File: config.mk
export PLATFORM = sky130hd
export DESIGN_NAME = length_prefixed_deframer
export DESIGN_NICKNAME = d
export VERILOG_FILES = /design/src/lpd_pkg.sv /design/src/lpd_in_reg.sv /design/src/lpd_frame_ctrl.sv /design/src/lpd_out_reg.sv /design/src/length_prefixed_deframer.sv
export SDC_FILE = /design/constraint.sdc
export NUM_CORES = 1
export LEC_CHECK = 0
export BUFFER_PORTS_ARGS = -buffer_cell sky130_fd_sc_hd__buf_2
export CORE_ASPECT_RATIO = 0.75
export CORE_MARGIN = 1
export CORE_UTILIZATION = 36
export CTS_BUF_LIST = sky130_fd_sc_hd__clkbuf_16
export CTS_CLUSTER_DIAMETER = 120
export DETAILED_ROUTE_END_ITERATION = 12
export PLACE_DENSITY_LB_ADDON = 0.1
export SLEW_MARGIN = 20
export SYNTH_ARGS = -nofsm -noshare
export SYNTH_HDL_FRONTEND = slang
export SYNTH_SLANG_ARGS = --single-unit
export TNS_END_PERCENT = 30
File: constraint.sdc
create_clock -name clk -period 3.45 [get_ports clk]
set_clock_uncertainty 0.05 [all_clocks]
set_input_delay 0.1725 -clock clk [delete_from_list [all_inputs] [get_ports clk]]
set_output_delay 0.1725 -clock clk [all_outputs]
set_load 0.05 [all_outputs]
File: src/lpd_pkg.sv
// Shared types and constants for the length-prefixed deframer.
package lpd_pkg;

    typedef struct packed {
        logic       command;
        logic [7:0] byte_value;
    } in_item_t;

    typedef struct packed {
        logic [7:0]  body_byte;
        logic [1:0]  message_kind;
        logic [15:0] byte_offset;
        logic        first_of_message;
        logic        last_of_message;
    } out_item_t;

    typedef struct packed {
        logic      emit;
        out_item_t item;
    } emit_t;

    localparam logic CMD_DATA   = 1'b0;
    localparam logic CMD_RESYNC = 1'b1;

    localparam logic [1:0] KIND_ENTER   = 2'd0;
    localparam logic [1:0] KIND_REPLACE = 2'd1;
    localparam logic [1:0] KIND_CANCEL  = 2'd2;
    localparam logic [1:0] KIND_UNKNOWN = 2'd3;

    localparam logic [7:0] CHAR_ENTER   = 8'h4F;
    localparam logic [7:0] CHAR_REPLACE = 8'h55;
    localparam logic [7:0] CHAR_CANCEL  = 8'h58;

    function automatic logic [1:0] classify_kind(input logic [7:0] b);
        logic [1:0] k;
        case (b)
            CHAR_ENTER:   k = KIND_ENTER;
            CHAR_REPLACE: k = KIND_REPLACE;
            CHAR_CANCEL:  k = KIND_CANCEL;
            default:      k = KIND_UNKNOWN;
        endcase
        return k;
    endfunction

endpackage

File: src/lpd_in_reg.sv
// Input register stage holding one accepted item.
module lpd_in_reg (
    input  logic              clk,
    input  logic              rst_n,
    input  logic              item_valid,
    output logic              item_ready,
    input  lpd_pkg::in_item_t item,
    input  logic              take,
    output logic              stage_valid,
    output lpd_pkg::in_item_t stage_item
);

    logic              valid_reg;
    logic              valid_next;
    lpd_pkg::in_item_t item_reg;

    assign item_ready  = !valid_reg || take;
    assign valid_next  = item_ready ? item_valid : valid_reg;
    assign stage_valid = valid_reg;
    assign stage_item  = item_reg;

    always_ff @(posedge clk or negedge rst_n)
    begin
        if (!rst_n)
        begin
            valid_reg <= 1'b0;
        end
        else
        begin
            valid_reg <= valid_next;
        end
    end

    always_ff @(posedge clk)
    begin
        if (item_valid && item_ready)
        begin
            item_reg <= item;
        end
    end

endmodule

File: src/lpd_frame_ctrl.sv
// Framing state and per-item result logic.
module lpd_frame_ctrl (
    input  logic              clk,
    input  logic              rst_n,
    input  logic              stage_valid,
    input  lpd_pkg::in_item_t stage_item,
    input  logic              out_space,
    output logic              take,
    output lpd_pkg::emit_t    emit
);

    localparam logic [1:0] PH_LEN_HIGH = 2'd0;
    localparam logic [1:0] PH_LEN_LOW  = 2'd1;
    localparam logic [1:0] PH_BODY     = 2'd2;
    localparam logic [1:0] PH_UNUSED   = 2'd3;

    logic [1:0]  phase_reg;
    logic [1:0]  phase_next;
    logic [7:0]  length_high_reg;
    logic [7:0]  length_high_next;
    logic [15:0] bytes_left_reg;
    logic [15:0] bytes_left_next;
    logic [15:0] body_position_reg;
    logic [15:0] body_position_next;
    logic [1:0]  current_kind_reg;
    logic [1:0]  current_kind_next;

    logic        is_data;
    logic        in_body;
    logic        emit_want;
    logic        first;
    logic        last;
    logic [1:0]  kind;
    logic [15:0] len;

    assign is_data   = stage_item.command == lpd_pkg::CMD_DATA;
    assign in_body   = (phase_reg == PH_BODY) && (bytes_left_reg != 16'd0);
    assign emit_want = stage_valid && is_data && in_body;
    assign take      = stage_valid && (!emit_want || out_space);
    assign first     = body_position_reg == 16'd0;
    assign last      = bytes_left_reg == 16'd1;
    assign kind      = first ? lpd_pkg::classify_kind(stage_item.byte_value)
                             : current_kind_reg;
    assign len       = {length_high_reg, stage_item.byte_value};

    always_comb
    begin
        emit.emit                  = emit_want && out_space;
        emit.item.body_byte        = stage_item.byte_value;
        emit.item.message_kind     = kind;
        emit.item.byte_offset      = body_position_reg;
        emit.item.first_of_message = first;
        emit.item.last_of_message  = last;
    end

    always_comb
    begin
        phase_next         = phase_reg;
        length_high_next   = length_high_reg;
        bytes_left_next    = bytes_left_reg;
        body_position_next = body_position_reg;
        current_kind_next  = current_kind_reg;
        if (take)
        begin
            if (!is_data)
            begin
                phase_next         = PH_LEN_HIGH;
                length_high_next   = 8'd0;
                bytes_left_next    = 16'd0;
                body_position_next = 16'd0;
                current_kind_next  = lpd_pkg::KIND_ENTER;
            end
            else if (phase_reg == PH_LEN_LOW)
            begin
                if (len == 16'd0)
                begin
                    phase_next = PH_LEN_HIGH;
                end
                else
                begin
                    bytes_left_next    = len;
                    body_position_next = 16'd0;
                    phase_next         = PH_BODY;
                end
            end
            else if (!in_body)
            begin
                length_high_next = stage_item.byte_value;
                phase_next       = PH_LEN_LOW;
            end
            else
            begin
                current_kind_next = kind;
                bytes_left_next   = bytes_left_reg - 16'd1;
                if (last)
                begin
                    phase_next         = PH_LEN_HIGH;
                    body_position_next = 16'd0;
                end
                else
                begin
                    body_position_next = body_position_reg + 16'd1;
                end
            end
        end
    end

    always_ff @(posedge clk or negedge rst_n)
    begin
        if (!rst_n)
        begin
            phase_reg         <= PH_LEN_HIGH;
            length_high_reg   <= 8'd0;
            bytes_left_reg    <= 16'd0;
            body_position_reg <= 16'd0;
            current_kind_reg  <= lpd_pkg::KIND_ENTER;
        end
        else
        begin
            phase_reg         <= phase_next;
            length_high_reg   <= length_high_next;
            bytes_left_reg    <= bytes_left_next;
            body_position_reg <= body_position_next;
            current_kind_reg  <= current_kind_next;
        end
    end

    a_phase_used: assert property (@(posedge clk) disable iff (!rst_n)
        phase_reg != PH_UNUSED)
        else $error("unused phase entered");

    a_body_not_empty: assert property (@(posedge clk) disable iff (!rst_n)
        (phase_reg == PH_BODY) |-> (bytes_left_reg != 16'd0))
        else $error("body phase with no bytes left");

    a_header_position: assert property (@(posedge clk) disable iff (!rst_n)
        (phase_reg != PH_BODY) |-> (body_position_reg == 16'd0))
        else $error("body position not cleared outside body");

    a_last_closes: assert property (@(posedge clk) disable iff (!rst_n)
        (emit.emit && emit.item.last_of_message) |=> (phase_reg == PH_LEN_HIGH))
        else $error("message not closed after last byte");

endmodule

File: src/lpd_out_reg.sv
// Result register with valid/ready handshake.
module lpd_out_reg (
    input  logic               clk,
    input  logic               rst_n,
    input  lpd_pkg::emit_t     emit,
    output logic               out_space,
    output logic               result_valid,
    input  logic               result_ready,
    output lpd_pkg::out_item_t result
);

    logic               valid_reg;
    logic               valid_next;
    lpd_pkg::out_item_t item_reg;

    assign out_space    = !valid_reg || result_ready;
    assign valid_next   = out_space ? emit.emit : valid_reg;
    assign result_valid = valid_reg;
    assign result       = item_reg;

    always_ff @(posedge clk or negedge rst_n)
    begin
        if (!rst_n)
        begin
            valid_reg <= 1'b0;
        end
        else
        begin
            valid_reg <= valid_next;
        end
    end

    always_ff @(posedge clk)
    begin
        if (emit.emit)
        begin
            item_reg <= emit.item;
        end
    end

endmodule

File: src/length_prefixed_deframer.sv
// Top level of the 16-bit big-endian length-prefixed deframer.
//
//  channel | handshake                   | payload
//  --------+-----------------------------+---------------------------------
//  item    | item_valid / item_ready     | command, byte_value
//  result  | result_valid / result_ready | body_byte, message_kind,
//          |                             | byte_offset, first/last marks
//
// One item per cycle while no result stalls; the result register loads as a body
// item leaves the input register, so its result is valid after both registers.
// Header bytes, zero-length headers and resync commands give no result.
// Reset returns the framer to awaiting a length high byte.
// A stalled result holds the next body item in the input register, which then
// drops item_ready; header and command items still pass while a result waits.
module length_prefixed_deframer (
    input  logic               clk,
    input  logic               rst_n,
    input  logic               item_valid,
    output logic               item_ready,
    input  lpd_pkg::in_item_t  item,
    output logic               result_valid,
    input  logic               result_ready,
    output lpd_pkg::out_item_t result
);

    logic              stage_valid;
    lpd_pkg::in_item_t stage_item;
    logic              take;
    logic              out_space;
    lpd_pkg::emit_t    emit;

    lpd_in_reg u_in_reg (
        .clk         (clk),
        .rst_n       (rst_n),
        .item_valid  (item_valid),
        .item_ready  (item_ready),
        .item        (item),
        .take        (take),
        .stage_valid (stage_valid),
        .stage_item  (stage_item)
    );

    lpd_frame_ctrl u_frame_ctrl (
        .clk         (clk),
        .rst_n       (rst_n),
        .stage_valid (stage_valid),
        .stage_item  (stage_item),
        .out_space   (out_space),
        .take        (take),
        .emit        (emit)
    );

    lpd_out_reg u_out_reg (
        .clk          (clk),
        .rst_n        (rst_n),
        .emit         (emit),
        .out_space    (out_space),
        .result_valid (result_valid),
        .result_ready (result_ready),
        .result       (result)
    );

endmodule

==> flow_summary.json, run 1 <==
{
  "seqPwrFrac_pct": 37.5,
  "cts_sinks": 83,
  "slew_viol_final": 0,
  "grt_max_degree": 28,
  "path_class": "reg -> reg",
  "sw_frac_of_total_pct": 37.6,
  "arrival_ns": 2.78,
  "p_switching_uw": 1390,
  "synth_commonest_cells": "dfrtp_1, edfxtp_1, o21ai_0",
  "yosysTopAreaCell": "dfrtp_1",
  "critPathLaunchType": "flop",
  "power.internal_uw": 2300,
  "hold_viol_final": 0,
  "routabilityCongestion": 0.855,
  "grt_pass1_wl_mm": 16.5,
  "ctsResizeCount": 0,
  "rr_startpoint": "u_frame_ctrl.bytes_left_reg[0]",
  "dp.cells": 517,
  "drive_above_1_share_pct": 19.9,
  "nNetsFinal": 420,
  "largest_reg_flops": 28,
  "initial_utilization_pct": 37.5,
  "cts-root-buf": "clkbuf_16",
  "grt_overflow": 0,
  "leakage_uw": 0.00190,
  "setup_tns_ns": 0,
  "post_cts_buffers": 0,
  "hold_path_class": "in -> reg",
  "worstPathMaxFanout": 19,
  "synth_area_per_cell_um2": 11.3,
  "num_rows": 32,
  "cts_tree": "yes",
  "postSynthCellCount": 346,
  "drv_cap": 0,
  "worstHoldStart": "result_ready",
  "status": "complete, no violations",
  "cts_buffers": 9,
  "worstSkewPairLatency_ns": 0.33,
  "num_io_pins": 43,
  "netlist_area_um2": 3910,
  "dieArea_um2": 11300,
  "rsz0062_at_grt": "false",
  "grt_pass1_vias": 2942,
  "post-route-period-util_pct": 81.9,
  "die_w_um": 122,
  "vias": 3145,
  "crit_start": "u_frame_ctrl.bytes_left_reg[0]",
  "wl_mm": 10.3,
  "ys.flop_type": "dfrtp_1",
  "layout.cells.non_filler": 544,
  "areaGrowthSynthToFinish_pct": 20.4,
  "synth-seq-cells": 83,
  "synth.yosys.warnings": 0,
  "routedWlPerCell_um": 19.0,
  "antenna_found_initial": 0,
  "clk_pin_slew_ns": 0.06,
  "slew-limit-headroom_pct": 39.0,
  "ys_types": 55,
  "ir_worst_vdd_uv": 297,
  "max-clock-path-buffers": 2,
  "pwr-share-comb_pct": 35.5,
  "diodes": 0,
  "setup_viol": 0,
  "period_needed_ns": 2.82,
  "grt_usage_pct": 19.6,
  "clkPwrFrac_pct": 27.0,
  "fmax_mhz": 354,
  "hpwl_mm": 7.04,
  "cp.required_ns": 3.41,
  "yosysMostFrequentCell": "dfrtp_1",
  "async_flop_share_pct": 55.4,
  "drcViolationCount": 0,
  "avgViaCountPerCell": 5.78,
  "worst_slew_pin_slew_ns": 0.912,
  "io_buffers": 42,
  "ant_nets": 0,
  "ctsHtreeMaxLevel": 3,
  "power.density_nw_per_um2": 785,
  "yosysSeqAreaShare_pct": 57.9,
  "hold_buffers": 11,
  "drt-initial-drc-count": 396,
  "core_region_area_um2": 10400,
  "yosys.area.top_type_share_pct": 29.4,
  "yosys-top-cells-area": "dfrtp_1, edfxtp_1, o31ai_1",
  "synth_edf_count": 37,
  "synth_fp_nets": 363,
  "drtPass1Iterations": 5,
  "endpoint_kind": "flop",
  "die_h_um": 92.2
}
[area by class of cell]
cell class / count / area (um^2)
Clock buffer: 9 / 225
Clock inverter: 7 / 83.8
Tap cell: 136 / 170
Fill cell: 1001 / 5700
Multi-Input combinational cell: 232 / 1510
Inverter: 13 / 48.8
Timing Repair Buffer: 64 / 403
Sequential cell: 83 / 2260
[cells in the final DEF (no fill, tap or decap), drive strengths merged, types with 3 or more instances in the layout]
| cell type | n |
|---|---|
| o21ai | 34 |
| and2 | 3 |
| nand2b | 3 |
| and3 | 4 |
| a32oi | 5 |
| a21o | 4 |
| inv | 14 |
| nand4 | 3 |
| a211oi | 5 |
| nor4 | 11 |
| o31ai | 25 |
| a21oi | 13 |
| buf | 53 |
| dlygate4sd3 | 11 |
| clkinv | 4 |
| nor3 | 13 |
| or4 | 5 |
| nor2b | 4 |
| nand2 | 16 |
| edfxtp | 37 |
| clkbuf | 9 |
| a22o | 11 |
| a22oi | 8 |
| nand3 | 12 |
| nor2 | 20 |
| dfrtp | 46 |
| ha | 4 |
[power groups by stage]
stage	combinational, uW	sequential (uW)	clock (uW)
4_1_cts	1290	1380	1030
3_5_place_dp	1280	1400	0
6_report	1310	1380	999
2_1_floorplan	861	1410	0
3_3_place_gp	1280	1390	0
5_1_grt	1420	1410	1070
[final timing paths]
path	slack, ns	end	depth (start not counted)
setup / recovery	0.63	u_out_reg.result[3]	6
hold / removal	0.16	u_out_reg.result_valid	3
setup reg to reg	0.63	u_out_reg.result[3]	6
hold reg to reg	0.46	u_frame_ctrl.current_kind_reg[0]	1
max in group asynchronous	2.27	u_frame_ctrl.current_kind_reg[1]	3
min in group asynchronous	0.31	u_frame_ctrl.body_position_reg[0]	2
[per-stage QoR]
stage               hold slack [ns]  instance area, um^2  power [uW]  setup WS [ns]  utilization, %
floorplan                    -0.173                 3910        2270          0.319               -
global placement              0.138                 4290        2680          0.763            41.2
detailed placement            0.140                 4290        2670          0.624            41.2
CTS                           0.152                 4710        3710          0.600            45.2
global route                  0.173                 4710        3890          0.364            45.2
finish                        0.158                 4710        3690          0.626            45.2
[worst max-delay path, cell delays in order (launching register included)]
cell      delay, ns
dfrtp_1        0.41
inv_1          0.08
ha_1           0.30
and2_1         0.19
a21boi_0       0.42
nor2b_2        0.62
buf_4          0.42
[per-layer routing]
metal | global-route usage (%) | vias up | wire (um) | share of wire [%]
li1 | - | 1470 | - | -
met3 | 4.29 | 11 | 690 | 6.7
met5 | 0 | - | 0 | 0
met4 | 5.18 | 0 | 116 | 1.1
met2 | 25.0 | 125 | 4120 | 40
met1 | 32.0 | 1539 | 5400 | 52
[cells by family (layout without fill, tap and decap cells)]
kind of cell	after synthesis	in the layout	synth area share, %
adder cells (fa/ha/maj)	4	4	1.28
buffers and inverters	31	93	3.49
AND/OR/NAND/NOR	103	103	14.2
multiplexers	1	1	0.288
AO/OA/AOI/OAI	124	124	22.9
flip-flops	83	83	57.9
Power figures use the tool's default switching activity.
==> inputs of run 2 (changes only) <==
- clock period: 3.45 -> 2.8 ns (I/O delays scaled with it)
==> run 2 against run 1 <==
  * Die area is the same
  * Core utilization up 1.6 points
  * Total power is 32% higher
  * Sequential cell count unchanged
  * Sequential power up 24%
  * Non-clock buffer count up 9
  * Hold slack lost 0.012 ns
  * Sequential share of layout area is 1.7 points lower
  * Cell count increased by 1.7%
  * Register-to-register slack got worse by 0.30 ns
==> flow_summary.json, run 2 (synthesis results as in run 1) <==
{
  "worst_slew_pin_slew_ns": 0.760,
  "critPathTopFamily": "simple AND/OR/NAND/NOR gates",
  "routedWlPerCell_um": 18.8,
  "cp.required_ns": 2.61,
  "place_area_um2": 4390,
  "fill_cells": 957,
  "holdPathStages": 3,
  "post_cts_buffers": 0,
  "ant_nets": 0,
  "status": "complete, no violations",
  "r2r_end": "u_in_reg.stage_item[3]",
  "hpwl_mm": 7.18,
  "min_to": "u_out_reg.result_valid",
  "antenna_found_initial": 0,
  "cts_tree": "yes",
  "worst_path_most_repeated_cell": "or4_4",
  "final_common_cell": "dfrtp_1",
  "drtPass1Iterations": 5,
  "initial_utilization_pct": 37.5,
  "max-clock-path-buffers": 2,
  "rr_startpoint": "u_frame_ctrl.bytes_left_reg[12]",
  "dieArea_um2": 11300,
  "slew-limit-headroom_pct": 49.1,
  "clk_pin_slew_ns": 0.06,
  "leakage_uw": 0.00198,
  "cp_cell_sequence": "or4_4 -> or4_4 -> o21ai_4 -> nor3_1 -> inv_1 -> clkbuf_4",
  "areaGrowthSynthToFinish_pct": 24.7,
  "diodes": 0,
  "setup_tns_ns": 0,
  "reg2reg_slack_ns": 0.33,
  "fin_hold_ws_ns": 0.146,
  "final_util_pct": 46.8,
  "grt_max_degree": 47,
  "critPathLaunchType": "flop",
  "grt_pass1_vias": 3002,
  "wl_mm": 10.4,
  "hold_path_class": "in -> reg",
  "io_buffers": 42,
  "slew_viol_final": 0,
  "avgViaCountPerCell": 5.70,
  "cts_buffers": 9,
  "drv_cap": 0,
  "core_region_area_um2": 10400,
  "mostFrequentLayoutCells": "dfrtp_1, buf_2, edfxtp_1",
  "largest_reg_flops": 28,
  "cts-root-buf": "clkbuf_16",
  "post-route-period-util_pct": 93.9,
  "routabilityCongestion": 0.794,
  "vias": 3150,
  "worstPathMaxFanout": 5,
  "grt_pass1_wl_mm": 17.1,
  "hold_viol_final": 0,
  "fmax_mhz": 380,
  "path_buf_inv": 2,
  "drt-initial-drc-count": 268,
  "grt_overflow": 0,
  "path_class": "reg -> out",
  "setup_viol": 0,
  "worstHoldStart": "result_ready",
  "critPathMaxStageDelay_ns": 0.56,
  "ctsHtreeMaxLevel": 3,
  "power.density_nw_per_um2": 1000,
  "regArea_um2": 2260,
  "nNetsFinal": 429,
  "drcViolationCount": 0,
  "arrival_ns": 2.44,
  "slowest_stage": "or4_4",
  "rsz0062_at_grt": "false",
  "fin_area_um2": 4870,
  "num_rows": 32,
  "period_needed_ns": 2.63,
  "ir_worst_vdd_uv": 499,
  "reg2reg_depth": 6,
  "endpoint_kind": "primary output",
  "multiInputGateArea_um2": 1520,
  "num_io_pins": 43,
  "cts_sinks": 83,
  "die_w_um": 122,
  "worstSkewPairLatency_ns": 0.34,
  "grt_usage_pct": 20.4,
  "die_h_um": 92.2,
  "drive_above_1_share_pct": 21.8
}
-- run 2: cell types whose count changed in the layout (fill, tap and decap cells not counted) --
cell,before,now
buf_12,0,3
buf_2,42,40
buf_4,11,18
bufinv_16,2,4
clkbuf_4,0,1
clkinv_2,4,1
inv_1,14,15
or3_1,2,1
or3_4,0,1
or4_1,4,3
or4_4,1,2
-- run 2: area by class of cell --
| class | instances | area share, % |
|---|---|---|
| Timing Repair Buffer | 73 | 10.5 |
| Tap cell | 136 | 3.49 |
| Sequential cell | 83 | 46.4 |
| Multi-Input combinational cell | 232 | 31.2 |
| Inverter | 13 | 1.00 |
| Clock buffer | 9 | 4.62 |
| Clock inverter | 7 | 2.72 |
-- run 2: timing repair --
item / 4_1_cts / 5_1_grt
hold buffers: 11 / 0
resized for setup: 0 / 3
endpoints found under the setup margin: 0 / 1
hold endpoints to repair: 56 / 0
-- run 2: per-layer routing --
metal | GRT usage [%] | vias to the layer above | part of all wire (%)
li1 | - | 1491 | -
met1 | 33.3 | 1552 | 54
met2 | 24.9 | 101 | 39
met3 | 6.28 | 6 | 6.2
met4 | 4.88 | 0 | 0.63
met5 | 0 | - | 0
-- run 2: how the worst max path moves through the flow --
stage / start / end / depth (start not counted)
after floorplan: u_frame_ctrl.bytes_left_reg[7] / u_in_reg.stage_item[0] / 6
after CTS: u_frame_ctrl.bytes_left_reg[6] / item_ready / 6
after detailed placement: u_frame_ctrl.bytes_left_reg[12] / u_in_reg.stage_item[5] / 6
after global routing: u_frame_ctrl.bytes_left_reg[12] / item_ready / 6
final: u_frame_ctrl.bytes_left_reg[12] / item_ready / 6
after global placement: u_frame_ctrl.bytes_left_reg[12] / u_in_reg.stage_item[0] / 6
-- run 2: stage by stage --
stage | setup WS, ns | cells | total power [uW]
6_report | 0.171 | 553 | 4870
5_1_grt | 0.0417 | 553 | 5160
3_3_place_gp | 0.330 | 526 | 3400
2_1_floorplan | 0.192 | 346 | 2800
3_5_place_dp | 0.302 | 526 | 3400
4_1_cts | 0.107 | 553 | 4850
-- run 2: report_power, final --
group          switching (uW)  internal, uW
Combinational            1070           669
Clock                     467           953
Sequential                209          1500
Total                    1750          3120
-- run 2: worst reg2reg max path: cells and delay by family, from the launching register on --
family | cells | cell delay [ns]
flip-flops | 1 | 0.42
AND/OR/NAND/NOR | 4 | 1.28
AO/OA/AOI/OAI | 1 | 0.24
buffers and inverters | 1 | 0.19
